File: src/rtl/dual_pi_duty_controller_top_defines.svh
// assertion macros shared by the duty controller rtl
`ifndef DUAL_PI_DUTY_CONTROLLER_TOP_DEFINES_SVH
`define DUAL_PI_DUTY_CONTROLLER_TOP_DEFINES_SVH

`ifndef SYNTHESIS

// same-cycle implication, clocked on clk, off during reset
`define DPDC_ASSERT_IMP(lbl, ante, cons, msg) \
	lbl: assert property (@(posedge clk) disable iff (!arst_n) (ante) |-> (cons)) \
		else $error(msg);

// next-cycle implication, clocked on clk, off during reset
`define DPDC_ASSERT_NXT(lbl, ante, cons, msg) \
	lbl: assert property (@(posedge clk) disable iff (!arst_n) (ante) |=> (cons)) \
		else $error(msg);

`else

`define DPDC_ASSERT_IMP(lbl, ante, cons, msg)
`define DPDC_ASSERT_NXT(lbl, ante, cons, msg)

`endif

`endif

File: src/rtl/dpdc_pkg.sv
// shared types and constants for the dual pi duty controller
`timescale 1ns / 1ps

package dpdc_pkg;

	// error sum width
	localparam int SUM_WIDTH = 24;

	// field widths
	localparam int IN_W    = 11;
	localparam int GAIN_W  = 16;
	localparam int DUTY_W  = 7;
	localparam int OFS_W   = 9;
	localparam int IDX_W   = 3;
	localparam int WDATA_W = 16;

	// internal widths
	localparam int ERR_W  = IN_W + 1;
	localparam int TERR_W = IN_W + 2;
	localparam int PROD_W = GAIN_W + 1 + TERR_W;
	localparam int Q_W    = GAIN_W + 1 + SUM_WIDTH + 3;
	localparam int FRAC_W = 8;

	// tail error wrap
	localparam logic signed [TERR_W-1:0] TAIL_WRAP_LO  = TERR_W'(-180);
	localparam logic signed [TERR_W-1:0] TAIL_WRAP_ADD = TERR_W'(360);

	// register indexes
	typedef enum logic [IDX_W-1:0] {
		REG_MAIN_KP       = 3'd0,
		REG_MAIN_KI       = 3'd1,
		REG_TAIL_KP       = 3'd2,
		REG_MAIN_DUTY_MAX = 3'd3,
		REG_MAIN_DUTY_MIN = 3'd4,
		REG_TAIL_DUTY_MAX = 3'd5,
		REG_TAIL_DUTY_MIN = 3'd6,
		REG_TAIL_ERR_OFS  = 3'd7
	} reg_idx_t;

	// register reset values
	localparam logic [GAIN_W-1:0]       RST_MAIN_KP       = 16'd1280;
	localparam logic [GAIN_W-1:0]       RST_MAIN_KI       = 16'd26;
	localparam logic [GAIN_W-1:0]       RST_TAIL_KP       = 16'd640;
	localparam logic [DUTY_W-1:0]       RST_MAIN_DUTY_MAX = 7'd98;
	localparam logic [DUTY_W-1:0]       RST_MAIN_DUTY_MIN = 7'd2;
	localparam logic [DUTY_W-1:0]       RST_TAIL_DUTY_MAX = 7'd85;
	localparam logic [DUTY_W-1:0]       RST_TAIL_DUTY_MIN = 7'd2;
	localparam logic signed [OFS_W-1:0] RST_TAIL_ERR_OFS  = 9'sd17;

	// loop selector codes
	localparam logic LOOP_MAIN = 1'b0;
	localparam logic LOOP_TAIL = 1'b1;

	// configuration register bank
	typedef struct packed {
		logic [GAIN_W-1:0]       main_kp;
		logic [GAIN_W-1:0]       main_ki;
		logic [GAIN_W-1:0]       tail_kp;
		logic [DUTY_W-1:0]       main_duty_max;
		logic [DUTY_W-1:0]       main_duty_min;
		logic [DUTY_W-1:0]       tail_duty_max;
		logic [DUTY_W-1:0]       tail_duty_min;
		logic signed [OFS_W-1:0] tail_error_offset;
	} cfg_t;

endpackage

File: src/rtl/dpdc_if.sv
// valid/ready channel interfaces of the duty controller
`timescale 1ns / 1ps

// command item: loop selector, setpoint, measured value
interface dpdc_cmd_if;
	import dpdc_pkg::*;
	logic                   valid;
	logic                   ready;
	logic                   func;
	logic signed [IN_W-1:0] setpoint;
	logic signed [IN_W-1:0] measured;
	modport source (output valid, output func, output setpoint, output measured, input ready);
	modport sink   (input valid, input func, input setpoint, input measured, output ready);
endinterface

// result item: duty, loop echo, clamp flag
interface dpdc_rsp_if;
	import dpdc_pkg::*;
	logic              valid;
	logic              ready;
	logic [DUTY_W-1:0] duty;
	logic              loop_sel;
	logic              clamped;
	modport source (output valid, output duty, output loop_sel, output clamped, input ready);
	modport sink   (input valid, input duty, input loop_sel, input clamped, output ready);
endinterface

// configuration write channel
interface dpdc_cfg_if;
	import dpdc_pkg::*;
	logic               valid;
	logic               ready;
	logic [IDX_W-1:0]   idx;
	logic [WDATA_W-1:0] wdata;
	modport source (output valid, output idx, output wdata, input ready);
	modport sink   (input valid, input idx, input wdata, output ready);
endinterface

File: src/rtl/dual_pi_duty_controller_top.sv
// Path: an accepted item passes the input, product and result registers before its result is valid.
// Throughput: one item per cycle while the result is taken; the main error sum is read and updated in
// the product stage, so an item sees the sum left by the unclamped main items ahead of it.
// Each stage holds while the stage after it is full and stalled; bubbles are filled.
// Reset: pipeline emptied, error sum cleared, registers back to their defaults.
`timescale 1ns / 1ps
`include "dual_pi_duty_controller_top_defines.svh"

module dual_pi_duty_controller_top (
	input logic      clk,
	input logic      arst_n,
	dpdc_cmd_if.sink   cmd,
	dpdc_rsp_if.source rsp,
	dpdc_cfg_if.sink   cfg
);
	import dpdc_pkg::*;

	cfg_t regs;

	// stage 1: input register
	logic                   valid_s1;
	logic                   func_s1;
	logic signed [IN_W-1:0] sp_s1;
	logic signed [IN_W-1:0] ms_s1;

	// stage 2: products
	logic                     valid_s2;
	logic                     func_s2;
	logic signed [ERR_W-1:0]  err_s2;
	logic signed [PROD_W-1:0] p_kp_s2;
	logic signed [PROD_W-1:0] p_ki_s2;

	// result register and state
	logic                        out_valid_q;
	logic [DUTY_W-1:0]           duty_q;
	logic                        loop_sel_q;
	logic                        clamped_q;
	logic signed [SUM_WIDTH-1:0] sum_q;

	// handshake
	logic rdy_out, rdy_s2, rdy_s1;
	logic sum_we;

	// stage 1 logic
	logic signed [ERR_W-1:0]  err_m;
	logic signed [TERR_W-1:0] err_t_raw, err_t, err_sel;
	logic signed [GAIN_W:0]   gain_sel;
	logic signed [PROD_W-1:0] p_kp, p_ki;

	// stage 2 logic
	logic signed [Q_W-1:0]       ki_sum, q;
	logic [DUTY_W-1:0]           hi, lo;
	logic signed [Q_W-1:0]       hi_q, lo_q;
	logic                        hit_hi, hit_lo, hit;
	logic [DUTY_W-1:0]           duty_d;
	logic signed [SUM_WIDTH:0]   sum_ext;
	logic signed [SUM_WIDTH-1:0] sum_d;

	dpdc_cfg_regs u_cfg (
		.clk    (clk),
		.arst_n (arst_n),
		.cfg    (cfg),
		.regs   (regs)
	);

	// stage-by-stage ready
	assign rdy_out   = !out_valid_q || rsp.ready;
	assign rdy_s2    = !valid_s2 || rdy_out;
	assign rdy_s1    = !valid_s1 || rdy_s2;
	assign cmd.ready = rdy_s1;

	// input register
	always_ff @(posedge clk or negedge arst_n) begin
		if (!arst_n) begin
			valid_s1 <= 1'b0;
		end else if (rdy_s1) begin
			valid_s1 <= cmd.valid;
		end
	end

	always_ff @(posedge clk) begin
		if (cmd.valid && rdy_s1) begin
			func_s1 <= cmd.func;
			sp_s1   <= cmd.setpoint;
			ms_s1   <= cmd.measured;
		end
	end

	// errors and gain products
	always_comb begin
		err_m     = ERR_W'(sp_s1) - ERR_W'(ms_s1);
		err_t_raw = TERR_W'(sp_s1) - TERR_W'(ms_s1) + TERR_W'(regs.tail_error_offset);
		err_t     = (err_t_raw < TAIL_WRAP_LO) ? err_t_raw + TAIL_WRAP_ADD : err_t_raw;
		if (func_s1 == LOOP_TAIL) begin
			gain_sel = $signed({1'b0, regs.tail_kp});
			err_sel  = err_t;
		end else begin
			gain_sel = $signed({1'b0, regs.main_kp});
			err_sel  = TERR_W'(err_m);
		end
		p_kp = PROD_W'(gain_sel) * PROD_W'(err_sel);
		p_ki = PROD_W'($signed({1'b0, regs.main_ki})) * PROD_W'(err_m);
	end

	// product register
	always_ff @(posedge clk or negedge arst_n) begin
		if (!arst_n) begin
			valid_s2 <= 1'b0;
		end else if (rdy_s2) begin
			valid_s2 <= valid_s1;
		end
	end

	always_ff @(posedge clk) begin
		if (valid_s1 && rdy_s2) begin
			func_s2 <= func_s1;
			err_s2  <= err_m;
			p_kp_s2 <= p_kp;
			p_ki_s2 <= p_ki;
		end
	end

	// drive, clamp and sum update
	always_comb begin
		ki_sum = Q_W'($signed({1'b0, regs.main_ki})) * Q_W'(sum_q);
		if (func_s2 == LOOP_TAIL) begin
			q  = Q_W'(p_kp_s2);
			hi = regs.tail_duty_max;
			lo = regs.tail_duty_min;
		end else begin
			q  = ki_sum + Q_W'(p_kp_s2) + Q_W'(p_ki_s2);
			hi = regs.main_duty_max;
			lo = regs.main_duty_min;
		end
		hi_q   = Q_W'({1'b0, hi, {FRAC_W{1'b0}}});
		lo_q   = Q_W'({1'b0, lo, {FRAC_W{1'b0}}});
		hit_hi = q > hi_q;
		hit_lo = q < lo_q;
		hit    = hit_hi || hit_lo;
		priority if (hit_hi) begin
			duty_d = hi;
		end else if (hit_lo) begin
			duty_d = lo;
		end else begin
			duty_d = q[FRAC_W+DUTY_W-1:FRAC_W];
		end
		// saturating accumulate
		sum_ext = (SUM_WIDTH+1)'(sum_q) + (SUM_WIDTH+1)'(err_s2);
		if (sum_ext[SUM_WIDTH] != sum_ext[SUM_WIDTH-1]) begin
			sum_d = sum_ext[SUM_WIDTH] ? {1'b1, {(SUM_WIDTH-1){1'b0}}}
			                           : {1'b0, {(SUM_WIDTH-1){1'b1}}};
		end else begin
			sum_d = sum_ext[SUM_WIDTH-1:0];
		end
	end

	assign sum_we = valid_s2 && rdy_out && (func_s2 == LOOP_MAIN) && !hit;

	// error sum
	always_ff @(posedge clk or negedge arst_n) begin
		if (!arst_n) begin
			sum_q <= '0;
		end else if (sum_we) begin
			sum_q <= sum_d;
		end
	end

	// result register
	always_ff @(posedge clk or negedge arst_n) begin
		if (!arst_n) begin
			out_valid_q <= 1'b0;
		end else if (rdy_out) begin
			out_valid_q <= valid_s2;
		end
	end

	always_ff @(posedge clk) begin
		if (valid_s2 && rdy_out) begin
			duty_q     <= duty_d;
			loop_sel_q <= func_s2;
			clamped_q  <= hit;
		end
	end

	assign rsp.valid    = out_valid_q;
	assign rsp.duty     = duty_q;
	assign rsp.loop_sel = loop_sel_q;
	assign rsp.clamped  = clamped_q;

	// checks
	`DPDC_ASSERT_NXT(a_sum_hold, !sum_we, $stable(sum_q), "error sum moved without a main item")
	`DPDC_ASSERT_IMP(a_unclamped_pos, valid_s2 && !hit, !q[Q_W-1], "unclamped drive is negative")
	`DPDC_ASSERT_NXT(a_accept_fill, cmd.valid && cmd.ready, valid_s1, "accepted item lost at input")
	`DPDC_ASSERT_NXT(a_s2_hold, valid_s2 && !rdy_out, valid_s2 && $stable(p_kp_s2), "stalled products changed")

endmodule

File: src/rtl/dpdc_cfg_regs.sv
// configuration register bank of the duty controller
`timescale 1ns / 1ps

module dpdc_cfg_regs (
	input  logic           clk,
	input  logic           arst_n,
	dpdc_cfg_if.sink       cfg,
	output dpdc_pkg::cfg_t regs
);
	import dpdc_pkg::*;

	cfg_t regs_q;

	// writes always taken
	assign cfg.ready = 1'b1;
	assign regs      = regs_q;

	// register writes
	always_ff @(posedge clk or negedge arst_n) begin
		if (!arst_n) begin
			regs_q.main_kp           <= RST_MAIN_KP;
			regs_q.main_ki           <= RST_MAIN_KI;
			regs_q.tail_kp           <= RST_TAIL_KP;
			regs_q.main_duty_max     <= RST_MAIN_DUTY_MAX;
			regs_q.main_duty_min     <= RST_MAIN_DUTY_MIN;
			regs_q.tail_duty_max     <= RST_TAIL_DUTY_MAX;
			regs_q.tail_duty_min     <= RST_TAIL_DUTY_MIN;
			regs_q.tail_error_offset <= RST_TAIL_ERR_OFS;
		end else if (cfg.valid) begin
			unique case (reg_idx_t'(cfg.idx))
				REG_MAIN_KP:       regs_q.main_kp           <= cfg.wdata;
				REG_MAIN_KI:       regs_q.main_ki           <= cfg.wdata;
				REG_TAIL_KP:       regs_q.tail_kp           <= cfg.wdata;
				REG_MAIN_DUTY_MAX: regs_q.main_duty_max     <= cfg.wdata[DUTY_W-1:0];
				REG_MAIN_DUTY_MIN: regs_q.main_duty_min     <= cfg.wdata[DUTY_W-1:0];
				REG_TAIL_DUTY_MAX: regs_q.tail_duty_max     <= cfg.wdata[DUTY_W-1:0];
				REG_TAIL_DUTY_MIN: regs_q.tail_duty_min     <= cfg.wdata[DUTY_W-1:0];
				REG_TAIL_ERR_OFS:  regs_q.tail_error_offset <= $signed(cfg.wdata[OFS_W-1:0]);
			endcase
		end
	end

endmodule
File: src/flat_wrapper.sv
// flat-port wrapper written by rule: the top's interface ports become plain ports
module dual_pi_duty_controller_top_flat import dpdc_pkg::*;
  (clk, arst_n, cmd_valid, cmd_func, cmd_setpoint, cmd_measured, cmd_ready, rsp_valid, rsp_duty, rsp_loop_sel, rsp_clamped, rsp_ready, cfg_valid, cfg_idx, cfg_wdata, cfg_ready);
  dpdc_cmd_if cmd_i ();
  dpdc_rsp_if rsp_i ();
  dpdc_cfg_if cfg_i ();
  input logic clk;
  input logic arst_n;
  input wire logic [$bits(cmd_i.valid)-1:0] cmd_valid;
  input wire logic [$bits(cmd_i.func)-1:0] cmd_func;
  input wire logic [$bits(cmd_i.setpoint)-1:0] cmd_setpoint;
  input wire logic [$bits(cmd_i.measured)-1:0] cmd_measured;
  output wire logic [$bits(cmd_i.ready)-1:0] cmd_ready;
  output wire logic [$bits(rsp_i.valid)-1:0] rsp_valid;
  output wire logic [$bits(rsp_i.duty)-1:0] rsp_duty;
  output wire logic [$bits(rsp_i.loop_sel)-1:0] rsp_loop_sel;
  output wire logic [$bits(rsp_i.clamped)-1:0] rsp_clamped;
  input wire logic [$bits(rsp_i.ready)-1:0] rsp_ready;
  input wire logic [$bits(cfg_i.valid)-1:0] cfg_valid;
  input wire logic [$bits(cfg_i.idx)-1:0] cfg_idx;
  input wire logic [$bits(cfg_i.wdata)-1:0] cfg_wdata;
  output wire logic [$bits(cfg_i.ready)-1:0] cfg_ready;
  assign cmd_i.valid = cmd_valid;
  assign cmd_i.func = cmd_func;
  assign cmd_i.setpoint = cmd_setpoint;
  assign cmd_i.measured = cmd_measured;
  assign cmd_ready = cmd_i.ready;
  assign rsp_valid = rsp_i.valid;
  assign rsp_duty = rsp_i.duty;
  assign rsp_loop_sel = rsp_i.loop_sel;
  assign rsp_clamped = rsp_i.clamped;
  assign rsp_i.ready = rsp_ready;
  assign cfg_i.valid = cfg_valid;
  assign cfg_i.idx = cfg_idx;
  assign cfg_i.wdata = cfg_wdata;
  assign cfg_ready = cfg_i.ready;
  dual_pi_duty_controller_top u_core (.clk(clk), .arst_n(arst_n), .cmd(cmd_i), .rsp(rsp_i), .cfg(cfg_i));
endmodule
File: config.mk
export PLATFORM = sky130hd
export DESIGN_NAME = dual_pi_duty_controller_top_flat
export DESIGN_NICKNAME = d
export VERILOG_FILES = /design/src/rtl/dpdc_pkg.sv /design/src/rtl/dpdc_if.sv /design/src/rtl/dual_pi_duty_controller_top.sv /design/src/rtl/dpdc_cfg_regs.sv /design/src/flat_wrapper.sv
export VERILOG_INCLUDE_DIRS = /design/src /design/src/rtl
export SDC_FILE = /design/constraint.sdc
export NUM_CORES = 2
export LEC_CHECK = 0
export BUFFER_PORTS_ARGS = -buffer_cell sky130_fd_sc_hd__buf_2
export CAP_MARGIN = 10
export CORE_MARGIN = 5
export CORE_UTILIZATION = 55
export CTS_BUF_LIST = sky130_fd_sc_hd__clkbuf_4 sky130_fd_sc_hd__clkbuf_8
export CTS_CLUSTER_DIAMETER = 50
export DETAILED_ROUTE_END_ITERATION = 7
export GPL_ROUTABILITY_DRIVEN = 0
export PLACE_DENSITY = 0.69
export SYNTH_ARGS = -nofsm -noshare
export SYNTH_HDL_FRONTEND = slang
export SYNTH_HIERARCHICAL = 1
export SYNTH_SLANG_ARGS = --single-unit
File: constraint.sdc
create_clock -name clk -period 29.8 [get_ports clk]
set_input_delay 4.47 -clock clk [delete_from_list [all_inputs] [get_ports clk]]
set_output_delay 4.47 -clock clk [all_outputs]
set_load 0.02 [all_outputs]
# Word-level counts from Yosys, hierarchy flattened
# Index checks and enable logic that the tools add are counted.
dict set report op_classes {
  n_addsub 7
  multipliers 3
  n_lt_le_gt_ge 3
  n_eq_ne 8
  mux 10
  bitwise 1
  reduce_logical 22
}
# cell n
set op_table {}
lappend op_table {{24-bit 2-to-1 mux} 2}
lappend op_table {{44-bit by 16-bit greater-than comparator with 1-bit output} 1}
lappend op_table {{44-bit by 16-bit < comparator with 1-bit output} 1}
lappend op_table {{44-bit 2-to-1 mux} 1}
lappend op_table {{42-bit by 29-bit adder with 43-bit output} 1}
lappend op_table {{41-bit by 30-bit adder with 42-bit output} 1}
lappend op_table {{17-bit by 24-bit multiplier with 41-bit output} 1}
lappend op_table {{17-bit by 13-bit multiplier with 30-bit output} 1}
lappend op_table {{17-bit by 12-bit multiplier with 29-bit output} 1}
lappend op_table {{7-bit 2-to-1 mux} 4}
lappend op_table {{13-bit 2-to-1 mux} 2}
lappend op_table {{24-bit by 12-bit adder with 25-bit output} 1}
lappend op_table {{11-bit by 11-bit subtractor with 12-bit output} 2}
lappend op_table {{16-bit 2-to-1 mux} 1}
lappend op_table {{2-bit AND reduction} 8}
lappend op_table {{12-bit by 9-bit adder with 13-bit output} 1}
lappend op_table {{13-bit by 10-bit adder with 13-bit output, second input constant} 1}
lappend op_table {{13-bit by 9-bit < comparator with 1-bit output, second input constant} 1}
lappend op_table {{3-bit equality test, second input constant} 4}
lappend op_table {{3-bit by 2-bit equality test with 1-bit output, second input constant} 2}
lappend op_table {{1-bit logical AND} 5}
lappend op_table {{1-bit logical NOT} 4}
lappend op_table {{1-bit logical OR} 4}
lappend op_table {{3-bit by 1-bit equality test with 1-bit output, second input constant} 1}
lappend op_table {{other kinds (3)} 3}
dict set report word_totals {
  regBits 216
  in_bits 47
  output_inout_bits 12
  elab_cells 76
}

# Depth between registers and ports, before layout
dict set report logic_depth {
  word_depth 8
  ltp_mapped 45
  depth_no_buf 42
}

# Hierarchy
# The synthesis kept the hierarchy.
# module instances cells_each area_each_um2 seq_area_each_um2
set modules_own_cells {}
lappend modules_own_cells {dual_pi_duty_controller_top 1 4090 37983.9 3798.6}
lappend modules_own_cells {dpdc_cfg_regs 1 190 3318.2 2149.6}

# Worst setup path before layout
# No wires, ideal clock.
dict set report synth_path {
  kind {register to register}
  start {register u_core.ms_s1[0]}
  end {register u_core.p_kp_s2[29], data pin}
  setup_ns 0.260
  arrival_time_ns 9.229
  required_time_ns 29.540
  path_slack_ns 20.311
  stages_incl_launch_ff 42
  n_path_buf 4
  synth_period_minus_slack_ns 9.489
  cell_sequence {edfxtp_1 -> ha_1 -> inv_1 -> clkbuf_1 -> ha_1 -> inv_1 -> fa_1 -> nor2b_1 -> o21ai_0 -> a21boi_0 -> o21a_1 -> nor3_1 -> or2_2 -> clkbuf_1 -> nor2_1 -> o211a_1 -> clkbuf_1 -> a21oi_1 -> [6 not listed] -> inv_1 -> fa_1 -> inv_1 -> fa_1 -> inv_1 -> fa_1 -> ha_1 -> ha_1 -> o21a_1 -> o21ai_0 -> a31oi_1 -> o41ai_1 -> o2111ai_1 -> a31oi_1 -> a21oi_1 -> a21o_1 -> a21oi_1 -> xnor2_1}
}
dict set report synth_via {
  word_cells_on_any_way 8
  classes_between {4 x add/sub; 1 x mul; 1 x order compare; 2 x mux}
}
# item line_no
set synth_rtl {}
lappend synth_rtl {{start: declaration} dual_pi_duty_controller_top.sv:24} ;# logic signed [IN_W-1:0] ms_s1;
lappend synth_rtl {{start signal: assignment} dual_pi_duty_controller_top.sv:85} ;# ms_s1 <= cmd.measured;
lappend synth_rtl {{11-bit by 11-bit subtractor with 12-bit output} dual_pi_duty_controller_top.sv:91} ;# err_m = ERR_W'(sp_s1) - ERR_W'(ms_s1);
lappend synth_rtl {{via u_core.err_m[0]} dual_pi_duty_controller_top.sv:45} ;# logic signed [ERR_W-1:0] err_m;
lappend synth_rtl {{13-bit 2-to-1 mux} dual_pi_duty_controller_top.sv:94} ;# if (func_s1 == LOOP_TAIL) begin
lappend synth_rtl {{17-bit by 13-bit multiplier with 30-bit output} dual_pi_duty_controller_top.sv:101} ;# p_kp = PROD_W'(gain_sel) * PROD_W'(err_sel);
lappend synth_rtl {{via u_core.p_kp[29]} dual_pi_duty_controller_top.sv:48} ;# logic signed [PROD_W-1:0] p_kp, p_ki;
lappend synth_rtl {{end signal: assignment} dual_pi_duty_controller_top.sv:118} ;# p_kp_s2 <= p_kp;
lappend synth_rtl {{end: declaration} dual_pi_duty_controller_top.sv:30} ;# logic signed [PROD_W-1:0] p_kp_s2;
# The timed path passes the listed nets, and every way through them passes these cells.
# A chain may end at the register's enable or synchronous reset.

# Worst setup path after layout
dict set report layout_path {
  start {register u_core.ms_s1[0]}
  end {register u_core.p_kp_s2[29], data pin}
}
dict set report layout_via {
  elab_chain_cells 6
  word_cells_on_any_way 8
  classes_between {4 x add/sub; 1 x mul; 1 x order compare; 2 x mux}
}
# item line_no
set layout_lines {}
lappend layout_lines {{11-bit by 11-bit subtractor with 12-bit output} {dual_pi_duty_controller_top.sv:91, dual_pi_duty_controller_top.sv:92}}
lappend layout_lines {{12-bit by 9-bit adder with 13-bit output} dual_pi_duty_controller_top.sv:92} ;# err_t_raw = TERR_W'(sp_s1) - TERR_W'(ms_s1) + TERR_W'(regs.tail_error_offset);
lappend layout_lines {{13-bit by 10-bit adder with 13-bit output or 13-bit by 9-bit < comparator with 1-bit output (tied branches)} dual_pi_duty_controller_top.sv:93} ;# err_t = (err_t_raw < TAIL_WRAP_LO) ? err_t_raw + TAIL_WRAP_ADD : err_t_raw;
lappend layout_lines {{13-bit 2-to-1 mux} dual_pi_duty_controller_top.sv:93}
lappend layout_lines {{13-bit 2-to-1 mux *} dual_pi_duty_controller_top.sv:94}
lappend layout_lines {{17-bit by 13-bit multiplier with 30-bit output *} dual_pi_duty_controller_top.sv:101}
lappend layout_lines {{via u_core.p_kp[29]} dual_pi_duty_controller_top.sv:48}
# Mark *: on every way through the listed nets, which the timed path passes. The rest lies on a longest branch.

==> impl_metrics.env <==
export IMPL_dieArea_mm2=0.0807
export IMPL_dp_hpwl_um=82800
export IMPL_start_util_pct=55.5
export IMPL_final_cell_mix="inv_1 (877), fa_1 (753), nand2_1 (463), ha_1 (358), and2_1 (282)"
export IMPL_drt_pass1_iterations=5
export IMPL_cts_sinks=216
export IMPL_clock_skew_ns=0.0400
export IMPL_core_mm2=0.0744
export IMPL_cp_slowest_cell="o41ai_1"
export IMPL_multi_input_area_mm2=0.0314
export IMPL_postCtsSetupRepairBufs=0
export IMPL_ios=59
export IMPL_final_common_cell="inv_1"
export IMPL_cp_arrival_ns=11.02
export IMPL_status="complete, no violations"
export IMPL_die_w_um=284
export IMPL_synth_cell_types=90
export IMPL_required_ns=30.13
export IMPL_synth_seq_area_share_pct=14.4
export IMPL_synth_avg_cell_area_um2=9.65
export IMPL_cpPeakStageDelay_ns=0.69
export IMPL_synthArstFlopShare_pct=51.9
export IMPL_wire_per_inst_um=19.6
export IMPL_synth_cells=4280
export IMPL_path_clk_slew_ns=0.06
export IMPL_fin_crit_sh_pct=35.9
export IMPL_end_kind="flop"
export IMPL_h_tree_depth=2
export IMPL_fillers=6483
export IMPL_antenna_cells=0
export IMPL_cp_start_kind="flop"
export IMPL_critPathKind="reg2reg"
export IMPL_syn_num_nets=5438
export IMPL_timing_final_hold_violations=0
export IMPL_die_y_um=284
export IMPL_dr_first_iter_drc_count=1925
export IMPL_drv_slew=0
export IMPL_grt_pass1_vias=31500
export IMPL_dpl_instance_area_mm2=0.0425
export IMPL_regArea_mm2=0.00595
export IMPL_io_buffers=57
export IMPL_drcViolationCount=0
export IMPL_gr_total_overflow=0
export IMPL_grt_max_degree=73
export IMPL_postCtsHoldBufs=0
export IMPL_fmax_ghz=0.0935
export IMPL_syn2layout_area_growth_pct=5.20
export IMPL_cts_buffers=40
export IMPL_fin_setup_tns_ns=0
export IMPL_fin_area_mm2=0.0435
export IMPL_vias_per_cell=5.63
export IMPL_drive_above_1_share_pct=8.18
export IMPL_root_buffer="clkbuf_8"
export IMPL_ys_flop_type="edfxtp_1"
export IMPL_worst_pin_slew_ns=1.15
export IMPL_track_usage_pct=26.2
export IMPL_min_path_type="reg2reg"
export IMPL_syn_cell_area_mm2=0.0413
export IMPL_ant_nets=0
export IMPL_whs_ns=0.504
export IMPL_cap_violations=0
export IMPL_finalNetCount=5415
export IMPL_clockBufferDepth=3
export IMPL_crit_top_cell="fa_1"
export IMPL_rows=100
export IMPL_synth_seq_cells=216
export IMPL_yosys_warnings=6
export IMPL_synth_edf_count=104
export IMPL_num_vias=29600
export IMPL_setup_viol=0
export IMPL_critPathMaxFanout=14
export IMPL_antenna_found_initial=5
export IMPL_insertion_delay_ns=0.62
export IMPL_post_route_min_period_ns=10.69
export IMPL_max_slew_margin_pct=22.6
export IMPL_rsz0062_at_grt="false"
export IMPL_totalWireLength_um=103000
export IMPL_ctsResizeCount=0
export IMPL_grt_first_pass_wirelength_um=170000
export IMPL_cts_tree="yes"
==> worst paths after layout <==
| check | cells after the start | slack [ns] | to | startpoint |
|---|---|---|---|---|
| setup / recovery | 35 | 19.11 | u_core/p_kp_s2[29] | u_core/ms_s1[0] |
| hold / removal | 1 | 0.50 | u_core/u_cfg/regs[9] | u_core/u_cfg/regs[9] |
| setup reg to reg | 35 | 19.11 | u_core/p_kp_s2[29] | u_core/ms_s1[0] |
| hold reg to reg | 1 | 0.50 | u_core/u_cfg/regs[9] | u_core/u_cfg/regs[9] |
| max in group asynchronous | 2 | 24.60 | u_core/u_cfg/regs[42] | arst_n |
| min in group asynchronous | 1 | 3.99 | u_core/u_cfg/regs[60] | arst_n |
==> Yosys cell counts (all sizes together) (5+ instances only) <==
cell     count  area share [%]
a2111oi      7            0.27
a211o       13            0.28
a211oi      45            0.83
a21boi       9            0.16
a21o        44            0.80
a21oi      127             1.6
a221oi       6            0.17
a311oi       7            0.15
a31oi       32            0.48
and2       283             4.3
and3        13            0.20
buf         20            0.33
clkbuf     151             1.4
dfrtp       94             5.7
dfstp       18             1.1
edfxtp     104             7.6
fa         753              36
ha         358              11
inv        877             8.0
maj3         6            0.15
mux2       124             3.5
mux2i       40            0.97
nand2      463             4.2
nand2b      22            0.33
nand3       54            0.65
nand4       21            0.32
nor2       127             1.2
nor2b       23            0.35
nor3        57            0.69
nor3b        6            0.11
nor4         8            0.12
nor4b        5            0.18
o2111ai      5            0.12
o211a        6            0.15
o211ai      15            0.27
o21a        32            0.58
o21ai       82            0.99
o21bai       9            0.16
o31ai       11            0.21
or2          8            0.12
or3         27            0.41
or4          6            0.12
xnor2       74             1.6
xor2        29            0.61
==> kinds of logic (layout without fill, tap and decap cells) <==
family	after synthesis	after routing	share of synthesized area, %
compound gates	491	491	8.14
xor+xnor	103	103	2.18
fa+ha+maj	1117	1117	47.5
buf+inv	1048	1057	9.68
flops	216	216	14.4
mux	164	164	4.44
other cells	1	1	0.00908
simple gates	1140	1140	13.7
==> sequential cells by signal, indices dropped and copies added, names as in the netlist <==
signal / flops
u_core/err_s2: 12
u_core/func_s1: 1
u_core/func_s2: 1
u_core/ms_s1: 11
u_core/p_ki_s2: 29
u_core/p_kp_s2: 30
u_core/rsp.clamped: 1
u_core/rsp.duty: 7
u_core/rsp.loop_sel: 1
u_core/rsp.valid: 1
u_core/sp_s1: 11
u_core/sum_q: 24
u_core/u_cfg/regs: 85
u_core/valid_s1: 1
u_core/valid_s2: 1
==> per-stage QoR <==
step / std cells / util (%) / worst slack (ns)
final: 5258 / 58.4 / 19.11
after global routing: 5258 / 58.4 / 18.39
after CTS: 5258 / 58.4 / 19.29
after detailed placement: 5184 / 57.1 / 19.33
after global placement: 5184 / 57.1 / 19.51
after floorplan: 4280 / - / 20.31
==> metal layers <==
metal	vias up	wire length, um	track usage [%]
met3	200	7030	4.04
met5	-	13	0
li1	13500	-	-
met2	967	48200	43.2
met4	2	3180	7.10
met1	14900	44700	36.5
==> critical path: cells and delay by family, from the launching register on <==
kind / cells / cell delay [ns]
compound gates: 15 / 3.87
xor+xnor: 1 / 0.08
fa+ha+maj: 10 / 4.23
buf+inv: 5 / 0.55
flops: 1 / 0.37
simple gates: 4 / 1.29
==> area by class of cell <==
cell class,count,area share [%]
clock buffer,62,1.76
clock inverter,12,0.363
inverter,877,7.58
multi-input combinational,3016,72.3
sequential,216,13.7
tap,969,2.79
timing repair buffer,106,1.51
Power is left out: the tool's default activity adds up to more than one toggle a clock period on the data nets, which glitch-free logic cannot reach.
